[config.mk]
export PLATFORM = sky130hd
export DESIGN_NAME = imu_sample_statistics
export DESIGN_NICKNAME = d
export VERILOG_FILES = /design/src/imu_stat_pkg.sv /design/src/imu_stat_fifo.sv /design/src/imu_stat_isqrt.sv /design/src/imu_stat_back.sv /design/src/imu_sample_statistics.sv
export SDC_FILE = /design/constraint.sdc
export NUM_CORES = 2
export LEC_CHECK = 0
export BUFFER_PORTS_ARGS = -buffer_cell sky130_fd_sc_hd__clkbuf_2
export CAP_MARGIN = 40
export CORE_ASPECT_RATIO = 1.4
export CORE_MARGIN = 3
export CORE_UTILIZATION = 25
export DETAILED_ROUTE_END_ITERATION = 10
export GPL_TIMING_DRIVEN = 0
export HOLD_SLACK_MARGIN = 0.12
export PLACE_DENSITY = 0.36
export REMOVE_ABC_BUFFERS = 1
export SETUP_SLACK_MARGIN = 0.3
export SYNTH_ARGS = -nofsm -noshare
export SYNTH_HDL_FRONTEND = slang
export SYNTH_HIERARCHICAL = 1
export SYNTH_SLANG_ARGS = --single-unit
[constraint.sdc]
create_clock -name clock -period 12 [get_ports clock]
set_input_delay 2.4 -clock clock [delete_from_list [all_inputs] [get_ports clock]]
set_output_delay 2.4 -clock clock [all_outputs]
set_load 0.02 [all_outputs]
[src/imu_stat_pkg.sv]
// Package for the IMU sample statistics block: transaction payload types,
// opcode and statistic select codes, reset constants. No dependencies.
package imu_stat_pkg;

   localparam int unsigned TIME_BITS   = 63;
   localparam int unsigned GAP_BITS    = 40;
   localparam int unsigned SEL_BITS    = 4;
   localparam int unsigned DATA_BITS   = 64;
   localparam int unsigned SAMPLE_BITS = 16;

   localparam logic [GAP_BITS-1:0]  GAP_RESET      = 40'd20000000;
   localparam logic [DATA_BITS-1:0] STEP_MIN_RESET = 64'd1000000000000000;
   localparam logic [DATA_BITS-1:0] S64_MAX        = {1'b0, {63{1'b1}}};
   localparam logic [DATA_BITS-1:0] S64_MIN        = {1'b1, {63{1'b0}}};

   // opcodes
   localparam logic OP_ADD  = 1'b0;
   localparam logic OP_READ = 1'b1;

   // statistic select codes
   localparam logic [SEL_BITS-1:0] SEL_COUNT    = 4'd0;
   localparam logic [SEL_BITS-1:0] SEL_ACC_X    = 4'd1;
   localparam logic [SEL_BITS-1:0] SEL_ACC_Y    = 4'd2;
   localparam logic [SEL_BITS-1:0] SEL_ACC_Z    = 4'd3;
   localparam logic [SEL_BITS-1:0] SEL_GYR_X    = 4'd4;
   localparam logic [SEL_BITS-1:0] SEL_GYR_Y    = 4'd5;
   localparam logic [SEL_BITS-1:0] SEL_GYR_Z    = 4'd6;
   localparam logic [SEL_BITS-1:0] SEL_ACC_NORM = 4'd7;
   localparam logic [SEL_BITS-1:0] SEL_GYR_NORM = 4'd8;
   localparam logic [SEL_BITS-1:0] SEL_STEP_CNT = 4'd9;
   localparam logic [SEL_BITS-1:0] SEL_STEP_SUM = 4'd10;
   localparam logic [SEL_BITS-1:0] SEL_STEP_MIN = 4'd11;
   localparam logic [SEL_BITS-1:0] SEL_STEP_MAX = 4'd12;
   localparam logic [SEL_BITS-1:0] SEL_NONMONO  = 4'd13;
   localparam logic [SEL_BITS-1:0] SEL_GAP_CNT  = 4'd14;

   typedef struct packed {
      logic                          opcode;
      logic [SEL_BITS-1:0]           stat_select;
      logic [TIME_BITS-1:0]          timestamp_ns;
      logic signed [SAMPLE_BITS-1:0] accel_x;
      logic signed [SAMPLE_BITS-1:0] accel_y;
      logic signed [SAMPLE_BITS-1:0] accel_z;
      logic signed [SAMPLE_BITS-1:0] gyro_x;
      logic signed [SAMPLE_BITS-1:0] gyro_y;
      logic signed [SAMPLE_BITS-1:0] gyro_z;
   } req_type;

   typedef struct packed {
      logic signed [DATA_BITS-1:0] stat_value;
      logic [SEL_BITS-1:0]         stat_echo;
   } rsp_type;

endpackage

[src/imu_stat_fifo.sv]
// Two-entry request queue between the front and back parts.
// Depends on imu_stat_pkg.
module imu_stat_fifo (
   input  logic                  clock,
   input  logic                  reset,
   input  logic                  in_valid,
   output logic                  in_ready,
   input  imu_stat_pkg::req_type in_data,
   output logic                  out_valid,
   input  logic                  out_ready,
   output imu_stat_pkg::req_type out_data
);

   imu_stat_pkg::req_type mem_ff [2];
   logic       wr_ptr_ff, rd_ptr_ff;
   logic [1:0] cnt_ff;
   logic       push, pop;

   assign in_ready  = (cnt_ff != 2'd2);
   assign out_valid = (cnt_ff != 2'd0);
   assign out_data  = mem_ff[rd_ptr_ff];
   assign push      = in_valid && in_ready;
   assign pop       = out_valid && out_ready;

   // storage
   always_ff @(posedge clock) begin
      if (push) mem_ff[wr_ptr_ff] <= in_data;
   end

   // pointers and fill count
   always_ff @(posedge clock) begin
      if (reset) begin
         wr_ptr_ff <= 1'b0;
         rd_ptr_ff <= 1'b0;
         cnt_ff    <= 2'd0;
      end else begin
         if (push) wr_ptr_ff <= ~wr_ptr_ff;
         if (pop)  rd_ptr_ff <= ~rd_ptr_ff;
         cnt_ff <= cnt_ff + {1'b0, push} - {1'b0, pop};
      end
   end

endmodule

[src/imu_stat_isqrt.sv]
// Iterative integer square root of an IN_BITS operand, one result bit per
// cycle, IN_BITS/2 root bits. No package dependencies.
module imu_stat_isqrt #(
   parameter int unsigned IN_BITS = 36
) (
   input  logic                 clock,
   input  logic                 reset,
   input  logic                 start,
   input  logic [IN_BITS-1:0]   operand,
   output logic                 done,
   output logic [IN_BITS/2-1:0] root
);

   localparam int unsigned RB = IN_BITS / 2;
   localparam int unsigned CB = $clog2(RB + 1);

   logic [IN_BITS-1:0] rem_ff, rem_in;
   logic [IN_BITS-1:0] res_ff, res_in;
   logic [IN_BITS-1:0] bit_ff, bit_in;
   logic [CB-1:0]      cnt_ff, cnt_in;
   logic               busy_ff, busy_in;
   logic [IN_BITS-1:0] trial;

   assign trial = res_ff + bit_ff;
   assign done  = busy_ff && (cnt_ff == CB'(1));
   assign root  = res_in[RB-1:0];

   // one result bit per cycle
   always_comb begin
      rem_in  = rem_ff;
      res_in  = res_ff;
      bit_in  = bit_ff >> 2;
      cnt_in  = cnt_ff;
      busy_in = busy_ff;
      if (busy_ff) begin
         if (rem_ff >= trial) begin
            rem_in = rem_ff - trial;
            res_in = (res_ff >> 1) + bit_ff;
         end else begin
            res_in = res_ff >> 1;
         end
         cnt_in = cnt_ff - CB'(1);
         if (cnt_ff == CB'(1)) busy_in = 1'b0;
      end
      if (start) begin
         rem_in  = operand;
         res_in  = '0;
         bit_in  = {2'b01, {(IN_BITS-2){1'b0}}};
         cnt_in  = CB'(RB);
         busy_in = 1'b1;
      end
   end

   always_ff @(posedge clock) begin
      rem_ff <= rem_in;
      res_ff <= res_in;
      bit_ff <= bit_in;
      cnt_ff <= cnt_in;
      if (reset) busy_ff <= 1'b0;
      else       busy_ff <= busy_in;
   end

endmodule

[src/imu_stat_back.sv]
// Back part: executes queued transactions, holds all statistics, drives the
// result register. Depends on imu_stat_pkg and imu_stat_isqrt.
module imu_stat_back #(
   parameter int unsigned COUNT_BITS  = 48
) (
   input  logic                  clock,
   input  logic                  reset,
   input  logic                  cmd_valid,
   output logic                  cmd_ready,
   input  imu_stat_pkg::req_type cmd,
   input  logic [imu_stat_pkg::GAP_BITS-1:0] gap_threshold,
   output logic                  rsp_valid,
   input  logic                  rsp_ready,
   output imu_stat_pkg::rsp_type rsp_data
);

   localparam int unsigned SAMPLE_BITS = imu_stat_pkg::SAMPLE_BITS;
   localparam int unsigned SQ_BITS = 2 * SAMPLE_BITS + 2;
   localparam int unsigned RT_BITS = SQ_BITS / 2;
   localparam logic [COUNT_BITS-1:0] CNT_MAX = {COUNT_BITS{1'b1}};

   typedef enum logic [5:0] {
      ST_IDLE  = 6'b000001,
      ST_SQ    = 6'b000010,
      ST_SUMSQ = 6'b000100,
      ST_ROOT  = 6'b001000,
      ST_WAIT  = 6'b010000,
      ST_STEP  = 6'b100000
   } state_type;

   state_type state_ff, state_in;
   logic [1:0]            ax_ff, ax_in;
   logic                  gy_ff, gy_in;
   logic [2*SAMPLE_BITS-1:0] sq_ff;
   logic [SQ_BITS-1:0]    acc_ff;
   logic                  rt_start;
   logic                  rt_done;
   logic [RT_BITS-1:0]    rt_root;

   logic [COUNT_BITS-1:0] sample_count_ff, step_count_ff, nonmono_ff, gap_count_ff;
   logic [63:0] axis_sum_ff [6];
   logic [63:0] acc_norm_ff, gyr_norm_ff;
   logic [63:0] step_sum_ff, step_min_ff, step_max_ff, prev_time_ff;
   logic [63:0] delta_ff;
   logic        rsp_valid_ff;
   imu_stat_pkg::rsp_type rsp_ff;

   logic signed [SAMPLE_BITS-1:0] cur_sample;
   logic signed [SAMPLE_BITS:0]   cur_wide;
   logic [SAMPLE_BITS:0]          cur_mag;
   logic [63:0] t_ext;

   function automatic logic [COUNT_BITS-1:0] cnt_inc(input logic [COUNT_BITS-1:0] c);
      return (c == CNT_MAX) ? c : c + COUNT_BITS'(1);
   endfunction

   function automatic logic [63:0] sat_u63(input logic [63:0] a, input logic [63:0] b);
      logic [64:0] s;
      s = {1'b0, a} + {1'b0, b};
      return (s > 65'(imu_stat_pkg::S64_MAX)) ? imu_stat_pkg::S64_MAX : s[63:0];
   endfunction

   function automatic logic [63:0] sat_s64(input logic [63:0] a, input logic [63:0] b);
      logic [63:0] s;
      s = a + b;
      if (a[63] == b[63] && s[63] != a[63])
         s = a[63] ? imu_stat_pkg::S64_MIN : imu_stat_pkg::S64_MAX;
      return s;
   endfunction

   // sample of the axis being squared
   always_comb begin
      case ({gy_ff, ax_ff})
         3'b000:  cur_sample = cmd.accel_x[SAMPLE_BITS-1:0];
         3'b001:  cur_sample = cmd.accel_y[SAMPLE_BITS-1:0];
         3'b010:  cur_sample = cmd.accel_z[SAMPLE_BITS-1:0];
         3'b100:  cur_sample = cmd.gyro_x[SAMPLE_BITS-1:0];
         3'b101:  cur_sample = cmd.gyro_y[SAMPLE_BITS-1:0];
         default: cur_sample = cmd.gyro_z[SAMPLE_BITS-1:0];
      endcase
      cur_wide = {cur_sample[SAMPLE_BITS-1], cur_sample};
      cur_mag  = cur_wide[SAMPLE_BITS] ? (SAMPLE_BITS+1)'(-cur_wide)
                                       : (SAMPLE_BITS+1)'(cur_wide);
   end

   assign t_ext     = {1'b0, cmd.timestamp_ns};
   assign rt_start  = (state_ff == ST_SUMSQ) && (ax_ff == 2'd2);
   assign cmd_ready = ((state_ff == ST_IDLE) && cmd_valid && cmd.opcode == imu_stat_pkg::OP_READ
                       && (!rsp_valid_ff || rsp_ready)) || (state_ff == ST_STEP);
   assign rsp_valid = rsp_valid_ff;
   assign rsp_data  = rsp_ff;

   imu_stat_isqrt #(.IN_BITS(SQ_BITS)) u_isqrt (
      .clock   (clock),
      .reset   (reset),
      .start   (rt_start),
      .operand (acc_ff + SQ_BITS'(sq_ff)),
      .done    (rt_done),
      .root    (rt_root)
   );

   // sequencer
   always_comb begin
      state_in = state_ff;
      ax_in    = ax_ff;
      gy_in    = gy_ff;
      unique case (state_ff)
         ST_IDLE: begin
            ax_in = 2'd0;
            gy_in = 1'b0;
            if (cmd_valid && cmd.opcode == imu_stat_pkg::OP_ADD) state_in = ST_SQ;
         end
         ST_SQ:    state_in = ST_SUMSQ;
         ST_SUMSQ: begin
            if (ax_ff == 2'd2) begin
               state_in = ST_ROOT;
            end else begin
               ax_in = ax_ff + 2'd1;
               state_in = ST_SQ;
            end
         end
         ST_ROOT:  state_in = ST_WAIT;
         ST_WAIT: begin
            if (rt_done) begin
               if (gy_ff) begin
                  state_in = ST_STEP;
               end else begin
                  gy_in = 1'b1;
                  ax_in = 2'd0;
                  state_in = ST_SQ;
               end
            end
         end
         ST_STEP:  state_in = ST_IDLE;
         default:  state_in = ST_IDLE;
      endcase
   end

   // datapath registers
   always_ff @(posedge clock) begin
      if (state_ff == ST_SQ) begin
         sq_ff <= (2*SAMPLE_BITS)'(cur_mag) * (2*SAMPLE_BITS)'(cur_mag);
      end
      if (state_ff == ST_SQ && ax_ff == 2'd0) acc_ff <= '0;
      else if (state_ff == ST_SUMSQ) acc_ff <= acc_ff + SQ_BITS'(sq_ff);
      if (state_ff == ST_IDLE) delta_ff <= t_ext - prev_time_ff;
   end

   // statistics and result register
   always_ff @(posedge clock) begin
      if (reset) begin
         state_ff        <= ST_IDLE;
         ax_ff           <= 2'd0;
         gy_ff           <= 1'b0;
         sample_count_ff <= '0;
         step_count_ff   <= '0;
         nonmono_ff      <= '0;
         gap_count_ff    <= '0;
         for (int i = 0; i < 6; i++) axis_sum_ff[i] <= '0;
         acc_norm_ff     <= '0;
         gyr_norm_ff     <= '0;
         step_sum_ff     <= '0;
         step_min_ff     <= imu_stat_pkg::STEP_MIN_RESET;
         step_max_ff     <= '0;
         prev_time_ff    <= '0;
         rsp_valid_ff    <= 1'b0;
      end else begin
         state_ff <= state_in;
         ax_ff    <= ax_in;
         gy_ff    <= gy_in;
         if (rsp_valid_ff && rsp_ready) rsp_valid_ff <= 1'b0;
         // norm sums
         if (state_ff == ST_WAIT && rt_done) begin
            if (gy_ff) gyr_norm_ff <= sat_u63(gyr_norm_ff, 64'(rt_root));
            else       acc_norm_ff <= sat_u63(acc_norm_ff, 64'(rt_root));
         end
         // read transaction
         if (state_ff == ST_IDLE && cmd_ready) begin
            rsp_valid_ff <= 1'b1;
            rsp_ff.stat_echo <= cmd.stat_select;
            unique case (cmd.stat_select)
               imu_stat_pkg::SEL_COUNT:    rsp_ff.stat_value <= 64'(sample_count_ff);
               imu_stat_pkg::SEL_ACC_X:    rsp_ff.stat_value <= axis_sum_ff[0];
               imu_stat_pkg::SEL_ACC_Y:    rsp_ff.stat_value <= axis_sum_ff[1];
               imu_stat_pkg::SEL_ACC_Z:    rsp_ff.stat_value <= axis_sum_ff[2];
               imu_stat_pkg::SEL_GYR_X:    rsp_ff.stat_value <= axis_sum_ff[3];
               imu_stat_pkg::SEL_GYR_Y:    rsp_ff.stat_value <= axis_sum_ff[4];
               imu_stat_pkg::SEL_GYR_Z:    rsp_ff.stat_value <= axis_sum_ff[5];
               imu_stat_pkg::SEL_ACC_NORM: rsp_ff.stat_value <= acc_norm_ff;
               imu_stat_pkg::SEL_GYR_NORM: rsp_ff.stat_value <= gyr_norm_ff;
               imu_stat_pkg::SEL_STEP_CNT: rsp_ff.stat_value <= 64'(step_count_ff);
               imu_stat_pkg::SEL_STEP_SUM: rsp_ff.stat_value <= step_sum_ff;
               imu_stat_pkg::SEL_STEP_MIN: rsp_ff.stat_value <= step_min_ff;
               imu_stat_pkg::SEL_STEP_MAX: rsp_ff.stat_value <= step_max_ff;
               imu_stat_pkg::SEL_NONMONO:  rsp_ff.stat_value <= 64'(nonmono_ff);
               imu_stat_pkg::SEL_GAP_CNT:  rsp_ff.stat_value <= 64'(gap_count_ff);
               default:                    rsp_ff.stat_value <= '0;
            endcase
         end
         // final commit of an add transaction; axis samples sign-extended
         if (state_ff == ST_STEP) begin
            sample_count_ff <= cnt_inc(sample_count_ff);
            axis_sum_ff[0] <= sat_s64(axis_sum_ff[0],
                                      64'($signed(cmd.accel_x[SAMPLE_BITS-1:0])));
            axis_sum_ff[1] <= sat_s64(axis_sum_ff[1],
                                      64'($signed(cmd.accel_y[SAMPLE_BITS-1:0])));
            axis_sum_ff[2] <= sat_s64(axis_sum_ff[2],
                                      64'($signed(cmd.accel_z[SAMPLE_BITS-1:0])));
            axis_sum_ff[3] <= sat_s64(axis_sum_ff[3],
                                      64'($signed(cmd.gyro_x[SAMPLE_BITS-1:0])));
            axis_sum_ff[4] <= sat_s64(axis_sum_ff[4],
                                      64'($signed(cmd.gyro_y[SAMPLE_BITS-1:0])));
            axis_sum_ff[5] <= sat_s64(axis_sum_ff[5],
                                      64'($signed(cmd.gyro_z[SAMPLE_BITS-1:0])));
            if (prev_time_ff != '0) begin
               if (t_ext <= prev_time_ff) begin
                  nonmono_ff <= cnt_inc(nonmono_ff);
               end else begin
                  step_count_ff <= cnt_inc(step_count_ff);
                  step_sum_ff   <= sat_u63(step_sum_ff, delta_ff);
                  if (delta_ff < step_min_ff) step_min_ff <= delta_ff;
                  if (delta_ff > step_max_ff) step_max_ff <= delta_ff;
                  if (delta_ff > 64'(gap_threshold)) gap_count_ff <= cnt_inc(gap_count_ff);
               end
            end
            prev_time_ff <= t_ext;
         end
      end
   end

endmodule

[src/imu_sample_statistics.sv]
// A read passes the queue to the back part, which registers its result when
// idle; behind an add it waits until that add has committed. The back part
// takes no request while an add runs two vector norms (accel, then gyro), each
// summing three squared axes, then taking a one-bit-per-cycle square root of
// SAMPLE_BITS+1 bits. One read per cycle while results are taken; 2-entry queue.
// Reset: synchronous, active high; zeroes stats, step min 1e15, threshold 20 ms.
module imu_sample_statistics #(
   parameter int unsigned COUNT_BITS  = 48
) (
   input  logic                  clock,
   input  logic                  reset,
   input  logic                  req_valid,
   output logic                  req_ready,
   input  imu_stat_pkg::req_type req_data,
   output logic                  rsp_valid,
   input  logic                  rsp_ready,
   output imu_stat_pkg::rsp_type rsp_data,
   input  logic                  csr_valid,
   output logic                  csr_ready,
   input  logic [imu_stat_pkg::GAP_BITS-1:0] csr_data
);

   logic [imu_stat_pkg::GAP_BITS-1:0] gap_ff;
   logic                  q_valid, q_ready;
   imu_stat_pkg::req_type q_data;

   // threshold register
   assign csr_ready = 1'b1;
   always_ff @(posedge clock) begin
      if (reset)          gap_ff <= imu_stat_pkg::GAP_RESET;
      else if (csr_valid) gap_ff <= csr_data;
   end

   imu_stat_fifo u_fifo (
      .clock     (clock),
      .reset     (reset),
      .in_valid  (req_valid),
      .in_ready  (req_ready),
      .in_data   (req_data),
      .out_valid (q_valid),
      .out_ready (q_ready),
      .out_data  (q_data)
   );

   imu_stat_back #(.COUNT_BITS(COUNT_BITS)) u_back (
      .clock         (clock),
      .reset         (reset),
      .cmd_valid     (q_valid),
      .cmd_ready     (q_ready),
      .cmd           (q_data),
      .gap_threshold (gap_ff),
      .rsp_valid     (rsp_valid),
      .rsp_ready     (rsp_ready),
      .rsp_data      (rsp_data)
   );

endmodule

==> reports/results.tsv <==
stage	metric	value	unit
outcome	status	finished clean	
timing	final hold violations	0	
timing	max-slew violations	0	
layout	commonest non-fill, non-tap cell in the layout	a21oi_1	
timing	worst relative slew slack	0.100	
synth	synth warn	6	
synth	Mean Syn Cell Area	9.17	um^2
clocking	CTS tree	yes	
die	die width	579	um
worst_hold_path	kind of path behind the tightest hold check	reg -> reg	
routing	routed len/inst	25.8	um
critical_path	Largest delay share family, worst path	compound AO/OA/AOI/OAI gates	
synth	synthesized netlist cell count	12600	
routing	initial DRC count	6970	
die	# IOs	280	
timing	final setup fails	0	
critical_path	Worst Path Buf+Inv	3	
routing	Routed WL	491	mm
routing	Vias	99400	
grt	total track usage	0.202	
worst_hold_path	Hold Startpoint	u_back/acc_ff[0]	
grt	number of global-route vias before repair	101000	
timing	fin crit share	0.913	
synth	synthesis-stage register bit count	1630	
grt	initial antenna violation count	29	
timing	Max Freq	91.3	MHz
synth	number of synthesized flops with an enable pin	909	
grt	pin count of the biggest net entering global routing	123	
clocking	clock-pin transition on the worst setup and hold timing paths	0.06	ns
clocking	clock buffer depth	4	
layout	most frequent cells in the layout	a21oi_1, nor2_1, nand2_1	
synth	ys async rst share	0	
die	Cell Rows	294	
grt	first-pass GRT wire length	700	mm
routing	Via density	5.23	
critical_path	crit end category	flop	
job	Max Cap Viol	0	
critical_path	Max FO, Critical Path	28	
clocking	Num Clock Sinks	1630	
die	die area	469000	um^2
layout	post-route insts no fill	19000	
clocking	Root Driver	clkbuf_16	
critical_path	crit path max-delay cell type	o21a_1	
critical_path	Slowest Stage Delay on Critical Path	0.86	ns
timing	Clock Skews	0.0718	ns
synth	mapped cell area	115000	um^2
clocking	TritonCTS buffer count	204	
layout	final net count	14100	
place	Inst Count DP	18600	
critical_path	critical path arrival	11.77	ns
place	placer congestion estimate	0.922	
timing	Worst Tran Pin Value	1.35	ns
routing	residual DRC count	0	
layout	layout cell share with drive strength beyond 1	0.0999	
critical_path	beginning of the worst register-to-register path	u_back/u_isqrt/res_ff[10]	
timing	crit path time final	10.95	ns
synth	sequential area share after synthesis	0.363	
die	Initial Util	0.251	
die	DIE HEIGHT	809	um
place	I/O Buffers	278	
critical_path	Setup CP Type	reg -> reg	
grt	final global-route overflow total	0	
critical_path	CP startpoint	u_back/u_isqrt/res_ff[10]	
die	Core Region	458000	um^2
routing	Final ANT Viol Nets	0	
synth	Primary FF master, synth	edfxtp_1	
critical_path	Worst Setup Start Kind	flop	
clocking	H-tree depth	4	
timing	unrepaired setup endpoints after global routing	no	
place	DP Wirelength	395	mm
layout	Area Growth Syn to Fin	15.6	%
critical_path	CP required	12.82	ns
synth	count of different cell masters after synthesis	124	
routing	first drt pass iteration count	8	
clocking	Clk Latency, worst-skew pair	0.96	ns
## state kept, by name, summed over array words and instances (netlist names), 63 cells and up, named ones only
register,count
u_back/axis_sum_ff,384
u_back/step_sum_ff,64
u_back/prev_time_ff,63
u_back/acc_norm_ff,64
u_back/rsp_data,68
u_back/delta_ff,64
u_fifo/mem_ff,328
u_back/gyr_norm_ff,64
u_back/step_max_ff,64
u_back/step_min_ff,64
## Yosys cell counts, types with 77 or more instances
| master | instances | area [um^2] |
|---|---|---|
| xnor2_1 | 438 | 3840 |
| a21o_1 | 489 | 3670 |
| a211oi_1 | 151 | 1130 |
| a311oi_1 | 77 | 674 |
| a22oi_1 | 211 | 1580 |
| nor2_1 | 1073 | 4030 |
| nor2b_1 | 120 | 751 |
| nor3_1 | 175 | 876 |
| o21bai_1 | 119 | 893 |
| xor2_1 | 348 | 3050 |
| ha_1 | 919 | 11500 |
| a22o_1 | 91 | 797 |
| nand3_1 | 286 | 1430 |
| a21oi_1 | 1138 | 5700 |
| o21a_1 | 99 | 743 |
| dfxtp_1 | 721 | 14400 |
| nor4_1 | 84 | 526 |
| o21ai_0 | 570 | 2850 |
| mux2i_1 | 154 | 1540 |
| inv_1 | 735 | 2760 |
| nand2_1 | 1010 | 3790 |
| and3_1 | 167 | 1040 |
| a221oi_1 | 106 | 928 |
| nand4_1 | 260 | 1630 |
| fa_1 | 201 | 4020 |
| or3_1 | 91 | 569 |
| nand2b_1 | 99 | 619 |
| a222oi_1 | 80 | 801 |
| mux2_2 | 177 | 1990 |
| edfxtp_1 | 909 | 27300 |
| a31oi_1 | 94 | 588 |
| clkbuf_1 | 464 | 1740 |
## routing by layer
layer	vias to the layer above	global-route usage	share of wire
li1	46600	-	-
met1	49300	0.242	0.41
met2	2849	0.365	0.50
met3	709	0.0212	0.045
met4	2	0.0862	0.048
met5	-	0	0.000026
## worst paths after layout
kind	to	slack, ns	depth (start not counted)
max	u_back/acc_norm_ff[60]	1.05	34
min	u_back/acc_ff[0]	0.46	2
max reg2reg	u_back/acc_norm_ff[60]	1.05	34
min reg2reg	u_back/acc_ff[0]	0.46	2
## kinds of logic after synthesis
logic type / synth area share
mux: 0.0307
xor+xnor: 0.0598
buf+inv: 0.0487
flops: 0.363
compound gates: 0.214
fa+ha+maj: 0.135
simple gates: 0.149
other cells: 0.0000978
## final cells by class
cell class	instances	area, um^2
clock buffers	271	5730
flip-flops and latches	1630	41700
multi-input cells	9594	68300
well taps	6068	7590
repair buffers	584	5670
inverters	742	2800
fillers	48400	325000
clock inverters	105	1150
diodes	11	27.5
## per-stage QoR
| step | utilization | setup TNS (ns) | hold WS (ns) | area (um^2) | setup slack (ns) |
|---|---|---|---|---|---|
| 5_1_grt | 0.290 | 0 | 0.475 | 133000 | 0.327 |
| 4_1_cts | 0.290 | 0 | 0.460 | 133000 | 0.370 |
| 6_report | 0.290 | 0 | 0.456 | 133000 | 1.05 |
| 3_3_place_gp | 0.265 | - | 0.447 | 121000 | -41.19 |
| 3_5_place_dp | 0.275 | -0.110 | 0.452 | 126000 | -0.0716 |
| 2_1_floorplan | - | -181.27 | 0.436 | 112000 | -0.721 |
## worst register-to-register path, delay by kind of cell (launching register included)
kind | cells | cell delay (ns)
fa+ha+maj | 4 | 1.19
compound gates | 19 | 6.57
buf+inv | 3 | 0.75
simple gates | 8 | 1.93
flops | 1 | 0.38
## repair_timing
item	4_1_cts	5_1_grt
endpoints found under the setup margin	6	7
pin swaps	0	2
buffers inserted	1	8
hold buffers	0	0
gates resized for setup	1	3
Power is not shown: default switching activity piles up to over one toggle a cycle in this logic, so the estimate is an artifact.
